$ cat src/design/rqst_pkg.sv
// Package for the range query segment tree: sizes, codes, shared types and the
// identity function. Used by every module of the block; depends on nothing.
`default_nettype none

package rqst_pkg;

  localparam int LEAVES   = 1024;
  localparam int VALUE_W  = 32;
  localparam int SPAN     = 1 << $clog2(LEAVES);
  localparam int NODES    = 2 * SPAN;
  localparam int NODE_AW  = $clog2(NODES);
  localparam int IDX_W    = NODE_AW + 1;
  localparam int POS_W    = 10;
  localparam int BOUND_W  = 11;
  localparam int MODE_W   = 2;
  localparam int ANSWER_W = 32;

  localparam logic [MODE_W-1:0] MODE_MIN = 2'd0;
  localparam logic [MODE_W-1:0] MODE_MAX = 2'd1;
  localparam logic [MODE_W-1:0] MODE_SUM = 2'd2;

  localparam logic FUNC_SET   = 1'b0;
  localparam logic FUNC_QUERY = 1'b1;

  typedef logic [VALUE_W-1:0] value_t;
  typedef logic [NODE_AW-1:0] node_addr_t;
  typedef logic [IDX_W-1:0]   node_idx_t;
  typedef logic [MODE_W-1:0]  mode_t;

  localparam node_addr_t NODE_ROOT = node_addr_t'(1);
  localparam node_addr_t NODE_LAST = node_addr_t'(NODES - 1);

  typedef enum logic [3:0] {
    ST_CLEAR,
    ST_IDLE,
    ST_UP_RD,
    ST_UP_WR,
    ST_Q_LEFT,
    ST_Q_LWAIT,
    ST_Q_RIGHT,
    ST_Q_RWAIT,
    ST_Q_SHIFT,
    ST_Q_DONE
  } state_t;

  typedef struct packed {
    logic       we;
    node_addr_t waddr;
    value_t     wdata;
    logic       re;
    node_addr_t raddr;
  } mem_req_t;

  typedef struct packed {
    logic   valid;
    value_t data;
  } result_t;

  function automatic value_t identity(mode_t mode);
    value_t id;
    case (mode)
      MODE_MIN: id = {1'b0, {(VALUE_W-1){1'b1}}};
      MODE_MAX: id = {1'b1, {(VALUE_W-1){1'b0}}};
      default:  id = '0;
    endcase
    return id;
  endfunction

endpackage

`default_nettype wire

$ cat src/design/rqst_seq.sv
// Sequencer of the segment tree: clearing pass, leaf update walk and range
// query walk, driving the node memory and the shared combine unit.
// Uses rqst_pkg for sizes, codes, the state type and the request structs.
`default_nettype none

module rqst_seq (
  input  wire logic                          clk,
  input  wire logic                          rst_n,
  input  wire logic                          in_fire,
  input  wire logic                          in_func,
  input  wire logic [rqst_pkg::POS_W-1:0]    in_position,
  input  wire rqst_pkg::value_t              in_value,
  input  wire logic [rqst_pkg::BOUND_W-1:0]  in_range_lo,
  input  wire logic [rqst_pkg::BOUND_W-1:0]  in_range_hi,
  output logic                               in_idle,
  input  wire logic                          cfg_fire,
  input  wire rqst_pkg::mode_t               cfg_mode,
  output rqst_pkg::mem_req_t                 mem_req,
  input  wire rqst_pkg::value_t              mem_rdata,
  output rqst_pkg::mode_t                    alu_mode,
  output rqst_pkg::value_t                   alu_a,
  input  wire rqst_pkg::value_t              alu_y,
  output rqst_pkg::result_t                  res,
  input  wire logic                          out_free
);
  import rqst_pkg::*;

  localparam logic [BOUND_W-1:0] BOUND_MAX = BOUND_W'(LEAVES);

  state_t     state_r, state_nxt;
  mode_t      mode_r, mode_nxt;
  node_addr_t clr_r, clr_nxt;
  node_addr_t k_r, k_nxt;
  node_idx_t  l_r, l_nxt;
  node_idx_t  r_r, r_nxt;
  value_t     acc_r, acc_nxt;

  logic [BOUND_W-1:0] lo_c, hi_c;
  logic               pos_ok;
  node_addr_t         leaf_addr;
  node_idx_t          r_dec;

  assign lo_c      = (in_range_lo > BOUND_MAX) ? BOUND_MAX : in_range_lo;
  assign hi_c      = (in_range_hi > BOUND_MAX) ? BOUND_MAX : in_range_hi;
  assign pos_ok    = {1'b0, in_position} < (POS_W+1)'(LEAVES);
  assign leaf_addr = node_addr_t'(SPAN) + node_addr_t'(in_position);
  assign r_dec     = r_r - node_idx_t'(1);

  assign in_idle  = (state_r == ST_IDLE);
  assign alu_mode = mode_r;
  assign alu_a    = acc_r;

  always_ff @(posedge clk) begin
    if (!rst_n) begin
      state_r <= ST_CLEAR;
      mode_r  <= MODE_MIN;
      clr_r   <= '0;
    end else begin
      state_r <= state_nxt;
      mode_r  <= mode_nxt;
      clr_r   <= clr_nxt;
    end
  end

  always_ff @(posedge clk) begin
    k_r   <= k_nxt;
    l_r   <= l_nxt;
    r_r   <= r_nxt;
    acc_r <= acc_nxt;
  end

  // Next state. A mode write restarts the clearing pass from any state.
  always_comb begin
    state_nxt = state_r;
    if (cfg_fire) begin
      state_nxt = ST_CLEAR;
    end else begin
      unique case (state_r)
        ST_CLEAR: begin
          if (clr_r == NODE_LAST) state_nxt = ST_IDLE;
        end
        ST_IDLE: begin
          if (in_fire) begin
            if (in_func == FUNC_SET) begin
              if (pos_ok) state_nxt = ST_UP_RD;
            end else if (lo_c < hi_c) begin
              state_nxt = ST_Q_LEFT;
            end else begin
              state_nxt = ST_Q_DONE;
            end
          end
        end
        ST_UP_RD:   state_nxt = (k_r == NODE_ROOT) ? ST_IDLE : ST_UP_WR;
        ST_UP_WR:   state_nxt = ST_UP_RD;
        ST_Q_LEFT: begin
          if (!(l_r < r_r))  state_nxt = ST_Q_DONE;
          else if (l_r[0])   state_nxt = ST_Q_LWAIT;
          else               state_nxt = ST_Q_RIGHT;
        end
        ST_Q_LWAIT: state_nxt = ST_Q_RIGHT;
        ST_Q_RIGHT: state_nxt = r_r[0] ? ST_Q_RWAIT : ST_Q_SHIFT;
        ST_Q_RWAIT: state_nxt = ST_Q_SHIFT;
        ST_Q_SHIFT: state_nxt = ST_Q_LEFT;
        ST_Q_DONE: begin
          if (out_free) state_nxt = ST_IDLE;
        end
        default:    state_nxt = ST_CLEAR;
      endcase
    end
  end

  // Memory requests and datapath updates.
  always_comb begin
    mem_req   = '0;
    mode_nxt  = cfg_fire ? cfg_mode : mode_r;
    clr_nxt   = clr_r;
    k_nxt     = k_r;
    l_nxt     = l_r;
    r_nxt     = r_r;
    acc_nxt   = acc_r;
    res.valid = 1'b0;
    res.data  = acc_r;
    unique case (state_r)
      ST_CLEAR: begin
        mem_req.we    = 1'b1;
        mem_req.waddr = clr_r;
        mem_req.wdata = identity(mode_r);
        clr_nxt       = clr_r + node_addr_t'(1);
      end
      ST_IDLE: begin
        if (in_fire) begin
          if (in_func == FUNC_SET) begin
            mem_req.we    = pos_ok;
            mem_req.waddr = leaf_addr;
            mem_req.wdata = in_value;
            acc_nxt       = in_value;
            k_nxt         = leaf_addr;
          end else begin
            acc_nxt = identity(mode_r);
            l_nxt   = node_idx_t'(SPAN) + node_idx_t'(lo_c);
            r_nxt   = node_idx_t'(SPAN) + node_idx_t'(hi_c);
          end
        end
      end
      ST_UP_RD: begin
        // Fetch the sibling; acc_r holds the node just written.
        mem_req.re    = (k_r != NODE_ROOT);
        mem_req.raddr = k_r ^ node_addr_t'(1);
      end
      ST_UP_WR: begin
        mem_req.we    = 1'b1;
        mem_req.waddr = k_r >> 1;
        mem_req.wdata = alu_y;
        acc_nxt       = alu_y;
        k_nxt         = k_r >> 1;
      end
      ST_Q_LEFT: begin
        mem_req.re    = (l_r < r_r) && l_r[0];
        mem_req.raddr = l_r[NODE_AW-1:0];
      end
      ST_Q_LWAIT: begin
        acc_nxt = alu_y;
        l_nxt   = l_r + node_idx_t'(1);
      end
      ST_Q_RIGHT: begin
        mem_req.re    = r_r[0];
        mem_req.raddr = r_dec[NODE_AW-1:0];
        if (r_r[0]) r_nxt = r_dec;
      end
      ST_Q_RWAIT: begin
        acc_nxt = alu_y;
      end
      ST_Q_SHIFT: begin
        l_nxt = l_r >> 1;
        r_nxt = r_r >> 1;
      end
      ST_Q_DONE: begin
        res.valid = 1'b1;
      end
      default: begin
        mem_req = '0;
      end
    endcase
    if (cfg_fire) clr_nxt = '0;
  end

endmodule

`default_nettype wire

$ cat config.mk
export PLATFORM = sky130hd
export DESIGN_NAME = rqst_seq
export DESIGN_NICKNAME = d
export VERILOG_FILES = /design/src/design/rqst_pkg.sv /design/src/design/rqst_seq.sv
export SDC_FILE = /design/constraint.sdc
export NUM_CORES = 1
export LEC_CHECK = 0
export BUFFER_PORTS_ARGS = -buffer_cell sky130_fd_sc_hd__buf_2
export CORE_AREA = 5 5 119 121
export DETAILED_ROUTE_END_ITERATION = 7
export DIE_AREA = 0 0 124 126
export PLACE_DENSITY = 0.85
export SKIP_CTS_REPAIR_TIMING = 1
export SYNTH_ARGS = -nofsm -noshare
export SYNTH_HDL_FRONTEND = slang
export SYNTH_SLANG_ARGS = --single-unit
export TNS_END_PERCENT = 1
$ cat constraint.sdc
create_clock -name clk -period 3.4 [get_ports clk]
set_input_delay 0.68 -clock clk [delete_from_list [all_inputs] [get_ports clk]]
set_output_delay 0.68 -clock clk [all_outputs]
set_load 0.005 [all_outputs]
==> metrics <==
Synth Register Bits 84; routed vias/inst 5.894; Slowest-stage cell, CP edfxtp_1; WP data required 2720 ps; setup slack after placement 600.5 ps; Hold WS 505.2 ps; routed via count 6230; initial antenna violation count 4; clock buffer depth 2; slew margin rel. 0.5477; fin crit share 0.9419; Starting Density 0.4746; Hold Crit Class reg2reg; setup ws final 197.5 ps; min Tclk post-route 3203 ps; status finished, final reports clean; Mapped Cells 691; final setup violation count 0; VDD IR-drop max 201.7 uV; number of synthesized flops with an enable pin 67; largest net degree at the start of global routing 37; Syn Area/Cell 8.914 um^2; Yosys top cell by area edfxtp_1; Yosys top cell area share 0.3266; ys async rst share 0; fraction of the yosys area taken by sequential cells 0.3819; delay-heaviest family, CP flip-flops; CTS root buf clkbuf_16; nets 1034; YS warnings 0; Critical Path Fanout Max 10; cell mode on critical path inv_1; worst slew pin tran 674.5 ps; grt peak-use layer met2; Worst setup SP type flop; pwr dens 332.9 nW/um^2; later-pin clock latency in the skew report 350 ps; CTS tree yes; clock sink count 84; clk_skew 10.41 ps; H-tree depth 3; Global Route met1 Usage 0.2942; Final Slew Violations 0; placement row count 42; wire per inst 19.39 um; area occupied by registers 2352 um^2; final WL 20490 um; post-synthesis cell area 6160 um^2; Worst-path clk slew 70 ps; global-route wire length before repair 30730 um; GR Util met3 0.05785; die area 15620 um^2; buffer and inverter count on the worst path 3; Routed Antenna Nets 0; DRC Markers 0; Post-Syn Nets 852; chip height 126 um; fmax 0.3123 GHz; Lkg Pwr 0.003450 uW; All-Layer GR Usage 0.2514; final hold viol count 0; gr ovfl total 0; setup tns final 0 ps; Netlist cell types 58; largest cells by area after synthesis edfxtp_1 33%, a221o_1 7.2%, dfxtp_1 5.5%; layout cells sized above 1 0.3178; Multi-input gate area 3296 um^2; Initial DRC Count 774; vias in the first global route 5818; area delta synth->final 23.54%; Pre-Repair DR Iteration Count 7; # fillers 1118; total CTS buffers 9; hpwl dp 15570 um; width of the die 124 um; CORE AREA 12980 um^2; kind of critical path reg2out; GP Congestion 0.9022; MaxCap Viol Count 0; largest stage delay on the critical path 550 ps; Top-Level Pins 260; buffers added on ports 227; crit path cell chain inv_1 -> ha_1 -> inv_1 -> nor4_1 -> xnor2_1 -> nand2_1 -> a21oi_1 -> buf_2; met2 usage 0.4120; unrepaired setup endpoints after global routing false; arrival time at the worst endpoint 2520 ps; nature of the critical path endpoint output pin; Top FF cell, synth edfxtp_1
-- through the flow --
| step | power [uW] | util | cells | area (um^2) |
|---|---|---|---|---|
| floorplan | 1290 | - | 691 | 6160 |
| global placement | 1442 | 0.5602 | 1038 | 7271 |
| detailed placement | 1449 | 0.5602 | 1038 | 7271 |
| CTS | 2556 | 0.5857 | 1054 | 7602 |
| global route | 2637 | 0.5863 | 1057 | 7610 |
| finish | 2534 | 0.5863 | 1057 | 7610 |
-- flip-flops by register name, summed over array words and instances, names as in the netlist --
register and flops:
alu_a 32, alu_mode 2, state_r 4, clr_r 11, l_r 12, r_r 12, k_r 11
-- report_power, final --
group / switching [uW] / internal, uW
Clock: 447 / 657
Sequential: 3.68 / 1110
Combinational: 160 / 152
Total: 611 / 1920
-- worst reg2reg max path: stages, from the launching register on --
cell and delay [ps]:
dfxtp_1 610, nand2b_1 310, nor3_2 230, and3b_2 250
buf_4 260, nand2b_1 460
-- cells in the final DEF, fill, tap and decap left out, drive strengths merged, types with 6 or more instances in the layout --
master  count
a222oi     13
a22oi      12
edfxtp     67
dfxtp      17
nor3        9
xnor2      13
a21o        6
ha         25
o21ai      16
buf       246
nor2b      17
a21oi      55
nand2b     40
xor2       15
nor4        9
a221o      44
nor2       74
inv        36
nand3      11
clkbuf      9
nand2      72
and3        9
-- per-layer routing --
| metal | wire [um] | vias to the layer above |
|---|---|---|
| met5 | 13 | - |
| met2 | 9911 | 361 |
| met3 | 2053 | 70 |
| met1 | 7392 | 2915 |
| met4 | 1119 | 2 |
| li1 | - | 2882 |
-- cells by family after synthesis --
| group | after synthesis | share of synthesized area |
|---|---|---|
| simple gates | 270 | 0.2265 |
| compound gates | 173 | 0.2086 |
| buf+inv | 108 | 0.08755 |
| flops | 84 | 0.3819 |
| xor+xnor | 28 | 0.03981 |
| fa+ha+maj | 25 | 0.05078 |
| mux | 3 | 0.004875 |
-- cell type report --
class | instances | share of cell area
multi-input cells | 499 | 0.4331
flip-flops and latches | 84 | 0.3091
repair buffers | 246 | 0.1680
clock buffers | 9 | 0.02960
well taps | 176 | 0.02894
inverters | 33 | 0.01628
clock inverters | 7 | 0.01398
diodes | 3 | 0.0009865
-- synth_stat cells, types with 2 or more instances --
| master | instances |
|---|---|
| nor2_1 | 74 |
| nand2_1 | 72 |
| edfxtp_1 | 67 |
| a21oi_1 | 54 |
| a221o_1 | 44 |
| nand2b_1 | 40 |
| inv_1 | 33 |
| buf_4 | 32 |
| clkbuf_1 | 29 |
| ha_1 | 25 |
| dfxtp_1 | 17 |
| nor2b_1 | 17 |
| o21ai_0 | 15 |
| xor2_1 | 15 |
| a222oi_1 | 13 |
| xnor2_1 | 13 |
| a22oi_1 | 12 |
| buf_2 | 11 |
| nand3_1 | 11 |
| and3_1 | 9 |
| nor3_1 | 7 |
| nor4_1 | 7 |
| a21o_1 | 6 |
| a211oi_1 | 5 |
| and4_1 | 5 |
| nand4_1 | 5 |
| a31oi_1 | 4 |
| or2_2 | 4 |
| and2_1 | 3 |
| buf_1 | 3 |
| mux2i_1 | 3 |
| nor3b_1 | 3 |
| a2111oi_0 | 2 |
| a211o_1 | 2 |
| a221oi_1 | 2 |
| nor3_2 | 2 |
| nor4_4 | 2 |
| o221ai_1 | 2 |
| o311a_1 | 2 |
-- final timing paths --
check                                 from    endpoint  slack [ps]  cells past startpoint
worst max-delay path                r_r[0]  mem_req[8]         200                      8
worst min-delay path              clr_r[1]    clr_r[1]         510                      2
worst max register to register  state_r[0]      k_r[1]         910                      5
worst min register to register    clr_r[1]    clr_r[1]         510                      2
No activity file was read; power rests on OpenSTA's default activity.
