`src/design/rqst_pkg.sv`:
```
// Package for the range query segment tree: sizes, codes, shared types and the
// identity function. Used by every module of the block; depends on nothing.
`default_nettype none

package rqst_pkg;

  localparam int LEAVES   = 1024;
  localparam int VALUE_W  = 32;
  localparam int SPAN     = 1 << $clog2(LEAVES);
  localparam int NODES    = 2 * SPAN;
  localparam int NODE_AW  = $clog2(NODES);
  localparam int IDX_W    = NODE_AW + 1;
  localparam int POS_W    = 10;
  localparam int BOUND_W  = 11;
  localparam int MODE_W   = 2;
  localparam int ANSWER_W = 32;

  localparam logic [MODE_W-1:0] MODE_MIN = 2'd0;
  localparam logic [MODE_W-1:0] MODE_MAX = 2'd1;
  localparam logic [MODE_W-1:0] MODE_SUM = 2'd2;

  localparam logic FUNC_SET   = 1'b0;
  localparam logic FUNC_QUERY = 1'b1;

  typedef logic [VALUE_W-1:0] value_t;
  typedef logic [NODE_AW-1:0] node_addr_t;
  typedef logic [IDX_W-1:0]   node_idx_t;
  typedef logic [MODE_W-1:0]  mode_t;

  localparam node_addr_t NODE_ROOT = node_addr_t'(1);
  localparam node_addr_t NODE_LAST = node_addr_t'(NODES - 1);

  typedef enum logic [3:0] {
    ST_CLEAR,
    ST_IDLE,
    ST_UP_RD,
    ST_UP_WR,
    ST_Q_LEFT,
    ST_Q_LWAIT,
    ST_Q_RIGHT,
    ST_Q_RWAIT,
    ST_Q_SHIFT,
    ST_Q_DONE
  } state_t;

  typedef struct packed {
    logic       we;
    node_addr_t waddr;
    value_t     wdata;
    logic       re;
    node_addr_t raddr;
  } mem_req_t;

  typedef struct packed {
    logic   valid;
    value_t data;
  } result_t;

  function automatic value_t identity(mode_t mode);
    value_t id;
    case (mode)
      MODE_MIN: id = {1'b0, {(VALUE_W-1){1'b1}}};
      MODE_MAX: id = {1'b1, {(VALUE_W-1){1'b0}}};
      default:  id = '0;
    endcase
    return id;
  endfunction

endpackage

`default_nettype wire

```
`src/design/rqst_alu.sv`:
```
// Shared combine unit: signed minimum, signed maximum or wrapping sum.
// Uses rqst_pkg for the value type and mode codes.
`default_nettype none

module rqst_alu (
  input  wire rqst_pkg::mode_t  mode,
  input  wire rqst_pkg::value_t a,
  input  wire rqst_pkg::value_t b,
  output rqst_pkg::value_t      y
);
  import rqst_pkg::*;

  logic a_lt_b;

  assign a_lt_b = $signed(a) < $signed(b);

  always_comb begin
    case (mode)
      MODE_MIN: y = a_lt_b ? a : b;
      MODE_MAX: y = a_lt_b ? b : a;
      default:  y = a + b;
    endcase
  end

endmodule

`default_nettype wire

```
`config.mk`:
```
export PLATFORM = sky130hd
export DESIGN_NAME = rqst_alu
export DESIGN_NICKNAME = d
export VERILOG_FILES = /design/src/design/rqst_pkg.sv /design/src/design/rqst_alu.sv
export SDC_FILE = /design/constraint.sdc
export NUM_CORES = 1
export LEC_CHECK = 0
export BUFFER_PORTS_ARGS = -buffer_cell sky130_fd_sc_hd__buf_2
export CORE_MARGIN = 4
export CORE_UTILIZATION = 44
export DETAILED_ROUTE_END_ITERATION = 7
export PLACE_DENSITY = 0.76
export SLEW_MARGIN = 20
export SYNTH_ARGS = -nofsm -noshare
export SYNTH_HDL_FRONTEND = slang
export SYNTH_SLANG_ARGS = --single-unit
```
`constraint.sdc`:
```
create_clock -name vclk -period 2.45
set_clock_uncertainty 0.05 [all_clocks]
set_input_delay 0.1225 -clock vclk [all_inputs]
set_output_delay 0.1225 -clock vclk [all_outputs]
set_load 0.01 [all_outputs]
```
==> flow_metrics.env, run 1 <==
export IMPL_path_class="input pin to output pin"
export IMPL_die_area_um2=8660
export IMPL_avgRoutedWirePerCell_um=16.0
export IMPL_avgViaCountPerCell=5.50
export IMPL_synth_cells=445
export IMPL_critical_path_arrival_ns=2.69
export IMPL_grtUsageTotal_pct=26.0
export IMPL_antenna_found_initial=0
export IMPL_fmax_mhz=350
export IMPL_drt_iter0_markers=211
export IMPL_seqCellArea_um2=0
export IMPL_drive_gt1_share_pct=51.2
export IMPL_leakage_nw=2.71
export IMPL_nClkBuffers=0
export IMPL_worstPathMaxFanout=4
export IMPL_seq_cell_count=0
export IMPL_port_buffers=98
export IMPL_drv_cap=0
export IMPL_setup_viol=32
export IMPL_ioPinCount=98
export IMPL_critPathRequiredTime_ns=2.28
export IMPL_fin_area_um2=5490
export IMPL_core_um2=6910
export IMPL_placed_area_um2=4790
export IMPL_min_period_ns=2.86
export IMPL_grt_ovfl_total=0
export IMPL_yosysSeqAreaShare_pct=0
export IMPL_final_util_pct=79.5
export IMPL_finalPower_mw=1.82
export IMPL_fp_dieH_um=93.1
export IMPL_synth_cell_types=59
export IMPL_synthTopCellsByArea="ha_1 25%, a21oi_1 6.9%, inv_1 6.5%"
export IMPL_hp_class="input pin to output pin"
export IMPL_diodes=0
export IMPL_end_kind="output pin"
export IMPL_final_common_cell="buf_4"
export IMPL_grt_pass1_vias=4332
export IMPL_drc=0
export IMPL_final_cell_mix="131 x buf_4, 86 x buf_2, 50 x ha_1"
export IMPL_grt_pass1_wl_mm=19.0
export IMPL_syn_to_final_growth_pct=72.4
export IMPL_drtPass1Iterations=4
export IMPL_routed_via_count=4210
export IMPL_synth_area_um2=3180
export IMPL_grt_max_degree=33
export IMPL_startpoint_type="input pin"
export IMPL_synth_top_cell_by_area="ha_1"
export IMPL_worst_slack_ns=-0.411
export IMPL_violations="setup timing"
export IMPL_finish_net_count=802
export IMPL_power_density_nw_per_um2=332
export IMPL_synth_top_area_share_pct=24.8
export IMPL_syn_avg_cell_area_um2=7.16
export IMPL_min_period_over_period_pct=117
export IMPL_yosys_warnings=0
export IMPL_ir_drop_uv=189
export IMPL_die_x_um=93.1
export IMPL_dp_hpwl_mm=8.52
export IMPL_tns_ns=-9.20
export IMPL_placementRows=30
export IMPL_initial_utilization_pct=46.1
export IMPL_maxSlewHeadroom_pct=58.3
export IMPL_rsz0062_at_grt="true"
export IMPL_detail_route_wirelength_mm=12.3
export IMPL_status="finished, violations left"
export IMPL_synth_net_count=575
export IMPL_tightest_slew_ns=0.626
export IMPL_ant_nets=0
export IMPL_finalMaxSlewViolations=0
export IMPL_finalWeightedCongestion=0.874
export IMPL_hold_violations=0
[final cells by class]
class / instances / area [um2]
fill: 463 / 1420
inverter: 55 / 211
multi-input combinational: 373 / 3380
tap: 96 / 120
timing repair buffer: 242 / 1780
[critical path: stages]
cell	delay (ns)
buf_8	0.10
inv_4	0.05
ha_4	0.20
or2_4	0.25
or4b_4	0.50
nor3_4	0.18
a21o_1	0.18
a21oi_4	0.05
o41ai_4	0.37
and4b_1	0.27
a211oi_1	0.05
a31oi_1	0.19
buf_2	0.16
[power by group]
part / internal (mW) / switching (mW) / leakage [nW] / total (mW)
clock network: 0 / 0 / 0 / 0
logic: 0.933 / 0.888 / 2.71 / 1.82
registers: 0 / 0 / 0 / 0
total: 0.933 / 0.888 / 2.71 / 1.82
[logic make-up (layout without fill, tap and decap cells)]
kind of cell / Yosys count / in the layout / share of synthesized area, %
buffers and inverters: 72 / 297 / 9.51
adder cells (fa/ha/maj): 64 / 64 / 25.4
multiplexers: 17 / 17 / 5.34
AND/OR/NAND/NOR: 125 / 125 / 20.3
AO/OA/AOI/OAI: 138 / 138 / 31.0
XOR/XNOR: 29 / 29 / 8.49
[final timing paths]
kind  depth (start not counted)  slack [ns]  startpoint  endpoint
min                           4        0.60        b[6]      y[6]
max                          13       -0.41       b[14]     y[29]
[metrics by stage]
step / worst slack, ns / instances / hold slack, ns
floorplan: -0.0878 / 445 / 0.380
global placement: -0.400 / 744 / 0.582
detailed placement: -0.522 / 744 / 0.597
CTS: -0.338 / 766 / 0.598
global route: -0.575 / 766 / 0.624
finish: -0.411 / 766 / 0.602
[metal layers]
| layer | global-route usage, % | vias up | wire length [um] |
|---|---|---|---|
| met2 | 51.2 | 179 | 6400 |
| met4 | 7.69 | 0 | 357 |
| met1 | 29.4 | 1964 | 4950 |
| met3 | 1.77 | 38 | 575 |
| met5 | 0 | - | 0 |
| li1 | - | 2029 | - |
[synthesized netlist by cell type (all sizes together), types with 3 or more instances]
library cell and number:
ha 63, inv 55, a21oi 45, nor2 36, nand2 30, o21ai 30
nor2b 23, xnor2 23, a211oi 21, mux2i 17, clkbuf 9, buf 8
nor3 8, nand3 6, a221oi 5, xor2 5, a31oi 4, nand2b 4
nor3b 4, o211ai 4, o21bai 4, a21o 3, o311ai 3
[what timing repair did]
item / in CTS / in global routing
endpoints found under the hold margin: 0 / 0
pin swaps: 19 / 20
buffers inserted: 18 / 3
gates cloned: 4 / 0
setup endpoints to repair: 32 / 32
resized for setup: 71 / 34
hold buffers: 0 / 0
Power figures use the tool's default switching activity.
==> inputs of run 2 (changes only) <==
- MAX_ROUTING_LAYER: not set -> met4
- PLACE_DENSITY: 0.76 -> 0.73
==> run 2 against run 1 <==
Global-route usage rose by 0.37 points. Cell count down 0.65%. The run still ends with setup timing left. Highest routed layer unchanged. Critical path type unchanged. Largest cell class unchanged. Cell area up 0.21%. Setup slack gained 0.019 ns. First-iteration DRC count down 18%.
==> flow_metrics.env, run 2 (synthesis gave the netlist of run 1 again) <==
export IMPL_hold_violations=0
export IMPL_power_density_nw_per_um2=330
export IMPL_detail_route_wirelength_mm=12.2
export IMPL_ant_nets=0
export IMPL_min_period_ns=2.84
export IMPL_critPathRequiredTime_ns=2.28
export IMPL_dp_hpwl_mm=8.51
export IMPL_finalMaxSlewViolations=0
export IMPL_die_x_um=93.1
export IMPL_port_buffers=98
export IMPL_rsz0062_at_grt="true"
export IMPL_seqCellArea_um2=0
export IMPL_drt_iter0_markers=174
export IMPL_num_fill_cells=462
export IMPL_placed_area_um2=4780
export IMPL_leakage_nw=2.70
export IMPL_tightest_slew_ns=0.528
export IMPL_finish_net_count=797
export IMPL_syn_to_final_growth_pct=72.7
export IMPL_avgRoutedWirePerCell_um=16.0
export IMPL_worst_slack_ns=-0.391
export IMPL_final_common_cell="buf_4"
export IMPL_antenna_found_initial=0
export IMPL_min_period_over_period_pct=116
export IMPL_core_um2=6910
export IMPL_drv_cap=0
export IMPL_grt_ovfl_total=0
export IMPL_path_class="input pin to output pin"
export IMPL_tns_ns=-8.51
export IMPL_end_kind="output pin"
export IMPL_violations="setup timing"
export IMPL_drtPass1Iterations=6
export IMPL_die_area_um2=8660
export IMPL_nClkBuffers=0
export IMPL_finalWeightedCongestion=0.877
export IMPL_hp_class="input pin to output pin"
export IMPL_grt_pass1_wl_mm=18.8
export IMPL_ir_drop_uv=197
export IMPL_ioPinCount=98
export IMPL_status="finished, violations left"
export IMPL_diodes=0
export IMPL_fin_area_um2=5500
export IMPL_initial_utilization_pct=46.1
export IMPL_avgViaCountPerCell=5.50
export IMPL_critical_path_arrival_ns=2.67
export IMPL_worstPathMaxFanout=4
export IMPL_drive_gt1_share_pct=50.8
export IMPL_fp_dieH_um=93.1
export IMPL_final_cell_mix="129 x buf_4, 83 x buf_2, 51 x ha_1"
export IMPL_grt_pass1_vias=4158
export IMPL_setup_viol=32
export IMPL_final_util_pct=79.6
export IMPL_holdBufCountCts=0
export IMPL_routed_via_count=4189
export IMPL_finalPower_mw=1.81
export IMPL_grt_max_degree=37
export IMPL_startpoint_type="input pin"
export IMPL_seq_cell_count=0
export IMPL_fmax_mhz=352
export IMPL_drc=0
export IMPL_maxSlewHeadroom_pct=64.8
export IMPL_grtUsageTotal_pct=26.3
export IMPL_placementRows=30
-- run 2: cell types whose count changed in the layout (fill, tap and decap cells not counted), moves of 3 or more --
cell | before | now
a21oi_1 | 33 | 36
buf_6 | 14 | 10
nor2b_1 | 14 | 10
buf_2 | 86 | 83
buf_8 | 5 | 8
nor2b_4 | 4 | 9
-- run 2: through the flow --
stage               std cells  hold WS, ns  worst slack, ns
detailed placement        743        0.597           -0.572
CTS                       759        0.583           -0.313
floorplan                 445        0.380          -0.0878
global placement          743        0.581           -0.491
finish                    761        0.587           -0.391
global route              761        0.627           -0.510
-- run 2: critical path, cell delays in order --
cell and delay (ns):
buf_8 0.10, ha_4 0.24, or2_4 0.25, or4b_4 0.52, nor3_4 0.16, a21o_1 0.15, a21oi_2 0.06, o41ai_4 0.37
and4b_1 0.29, a211oi_2 0.06, a31oi_1 0.18, buf_2 0.17
-- run 2: layout make-up --
type / instances / area, um2 / share of cell area (%)
multi-input combinational: 373 / 3400 / 61.8
inverter: 55 / 214 / 3.89
timing repair buffer: 237 / 1770 / 32.2
tap: 96 / 120 / 2.18
-- run 2: worst paths after layout --
path / startpoint / endpoint / depth (start not counted)
setup / recovery: a[14] / y[29] / 12
hold / removal: a[15] / y[15] / 4
-- run 2: per-layer routing --
| metal | wire (um) | share of wire (%) | track usage, % | vias up |
|---|---|---|---|---|
| met3 | 591 | 4.9 | 1.05 | 26 |
| met1 | 4940 | 41 | 31.0 | 1978 |
| met5 | 0 | 0 | - | - |
| li1 | - | - | - | 2014 |
| met4 | 231 | 1.9 | 5.25 | 0 |
| met2 | 6420 | 53 | 49.8 | 171 |
-- run 2: timing repair --
item / in CTS / in global routing
gates cloned: 2 / 1
pin swaps: 20 / 17
setup buffers: 14 / 4
gates resized for setup: 78 / 44
endpoints found under the setup margin: 32 / 32
-- run 2: power by group --
part	leakage [nW]	switching, mW	internal (mW)
Clock	0	0	0
Sequential	0	0	0
Combinational	2.70	0.891	0.922
==> inputs of run 3 (changes only) <==
- CELL_PAD_IN_SITES_DETAIL_PLACEMENT: not set -> 0
- CELL_PAD_IN_SITES_GLOBAL_PLACEMENT: not set -> 2
- CORE_UTILIZATION: 44 -> 27
- PLACE_DENSITY: 0.73 -> 0.85
==> run 3 against run 2 <==
The run still ends with setup timing left. Sequential cell count did not move. Cell count rose by 8.3%. Sequential share of layout area did not move. Combinational power barely moved. Critical path type unchanged.
==> flow_metrics.env, run 3 (synthesis gave the netlist of run 1 again) <==
export IMPL_status="finished, violations left"
export IMPL_violations="setup timing"
export IMPL_hp_class="input pin to output pin"
export IMPL_power_switching_mw=0.873
export IMPL_critPathSlowestCell="fa_2"
export IMPL_gr_usage_met2_pct=32.8
export IMPL_grt_ovfl_total=0
export IMPL_final_cell_mix="138 x buf_4, 85 x buf_2, 49 x ha_1"
export IMPL_cp_depth=14
export IMPL_grt_pass1_vias=4139
export IMPL_final_common_cell="buf_4"
export IMPL_fmax_mhz=345
export IMPL_switching_share_pct=47.3
export IMPL_tightest_slew_ns=0.807
export IMPL_grt_busiest_layer="met2"
export IMPL_setup_viol=32
export IMPL_rsz0062_at_grt="true"
export IMPL_detail_route_wirelength_mm=11.8
export IMPL_routed_via_count=3960
export IMPL_diodes=0
export IMPL_leakage_nw=2.78
export IMPL_finalWeightedCongestion=0.806
export IMPL_dp_hpwl_mm=9.35
export IMPL_num_fill_cells=1125
export IMPL_min_period_ns=2.89
export IMPL_grtUsageTotal_pct=17.3
export IMPL_critPathTopFamily="compound AO/OA/AOI/OAI gates"
export IMPL_critPathMaxStageDelay_ns=0.35
export IMPL_core_um2=11500
export IMPL_seqPwrFrac_pct=0
export IMPL_fp_dieH_um=117
export IMPL_seq_cell_count=0
export IMPL_holdBufCountCts=0
export IMPL_end_kind="output pin"
export IMPL_maxSlewHeadroom_pct=46.2
export IMPL_port_buffers=98
export IMPL_path_class="input pin to output pin"
export IMPL_use_met3_pct=0.207
export IMPL_critPathBufInv=3
export IMPL_worstPathMaxFanout=3
export IMPL_critical_path_arrival_ns=2.72
export IMPL_post_place_ws_ns=-0.605
export IMPL_seqCellArea_um2=0
export IMPL_ant_nets=0
export IMPL_combinationalPowerShare_pct=100.0
export IMPL_p_int_mw=0.971
export IMPL_placementRows=39
export IMPL_power_density_nw_per_um2=324
export IMPL_drt_iter0_markers=100
export IMPL_ioPinCount=98
export IMPL_p_clk_share_pct=0
export IMPL_die_area_um2=13600
export IMPL_grt_max_degree=34
export IMPL_drv_cap=0
export IMPL_critPathRequiredTime_ns=2.28
export IMPL_finalMaxSlewViolations=0
export IMPL_cp_cell_sequence="buf_8, ha_4, inv_2, fa_2, o21ba_4, nor3_4, o32ai_4, o311ai_4, a21oi_2, o211ai_2, a21boi_2, o2111a_1, a211oi_2, buf_2"
export IMPL_min_period_over_period_pct=118
export IMPL_fin_hold_ws_ns=0.569
export IMPL_nClkBuffers=0
export IMPL_drc=0
export IMPL_antenna_found_initial=0
export IMPL_startpoint_type="input pin"
export IMPL_avgViaCountPerCell=4.81
export IMPL_ir_drop_uv=207
export IMPL_drtPass1Iterations=4
export IMPL_syn_to_final_growth_pct=78.8
export IMPL_hold_violations=0
export IMPL_use_met1_pct=21.5
export IMPL_finish_net_count=813
export IMPL_initial_utilization_pct=27.8
export IMPL_drive_gt1_share_pct=52.7
export IMPL_worst_hold_path_num_cells=4
export IMPL_worst_slack_ns=-0.445
export IMPL_die_x_um=117
export IMPL_avgRoutedWirePerCell_um=14.3
export IMPL_grt_pass1_wl_mm=19.1
-- run 3: changes by cell type in the layout (fill, tap and decap cells not counted), moves of 2 or more --
cell,change
ha_2,+3
buf_4,+9
nor4_1,-2
nor2b_1,+2
nor4_2,+2
buf_6,+5
nor2b_2,+2
buf_2,+2
ha_1,-2
nor2b_4,-4
-- run 3: through the flow --
stage | power [mW] | TNS (ns) | utilization [%] | std cells | instance area (um2)
floorplan | 0.873 | -0.221 | - | 445 | 3370
global placement | 1.44 | -11.64 | 42.9 | 800 | 4920
finish | 1.84 | -9.96 | 49.6 | 824 | 5690
detailed placement | 1.46 | -13.09 | 42.9 | 800 | 4920
CTS | 1.83 | -10.20 | 48.9 | 824 | 5610
global route | 2.01 | -14.37 | 49.6 | 824 | 5690
-- run 3: timing repair --
action	in CTS	in global routing
setup endpoints to repair	32	32
gates cloned	3	0
endpoints found under the hold margin	0	0
pin swaps	29	18
gates resized for setup	103	30
setup buffers	23	2
-- run 3: area by class of cell --
type / count / area (um2) / share of cell area [%]
Tap cell: 143 / 179 / 3.14
Inverter: 55 / 214 / 3.76
Timing Repair Buffer: 253 / 1900 / 33.4
Multi-Input combinational cell: 373 / 3400 / 59.7
-- run 3: metal layers --
metal / wire length (um) / vias to the layer above
li1: - / 2046
met1: 5230 / 1840
met3: 329 / 8
met4: 95 / 0
met5: 0 / -
met2: 6110 / 66
-- run 3: final timing paths --
kind / endpoint / from / slack (ns)
worst max-delay path: y[30] / a[0] / -0.44
worst min-delay path: y[14] / b[14] / 0.57
-- run 3: power groups by stage --
stage / registers [mW] / logic (mW) / clock network [mW]
after floorplan: 0 / 0.873 / 0
after global placement: 0 / 1.44 / 0
after detailed placement: 0 / 1.46 / 0
after CTS: 0 / 1.83 / 0
after global routing: 0 / 2.01 / 0
final: 0 / 1.84 / 0
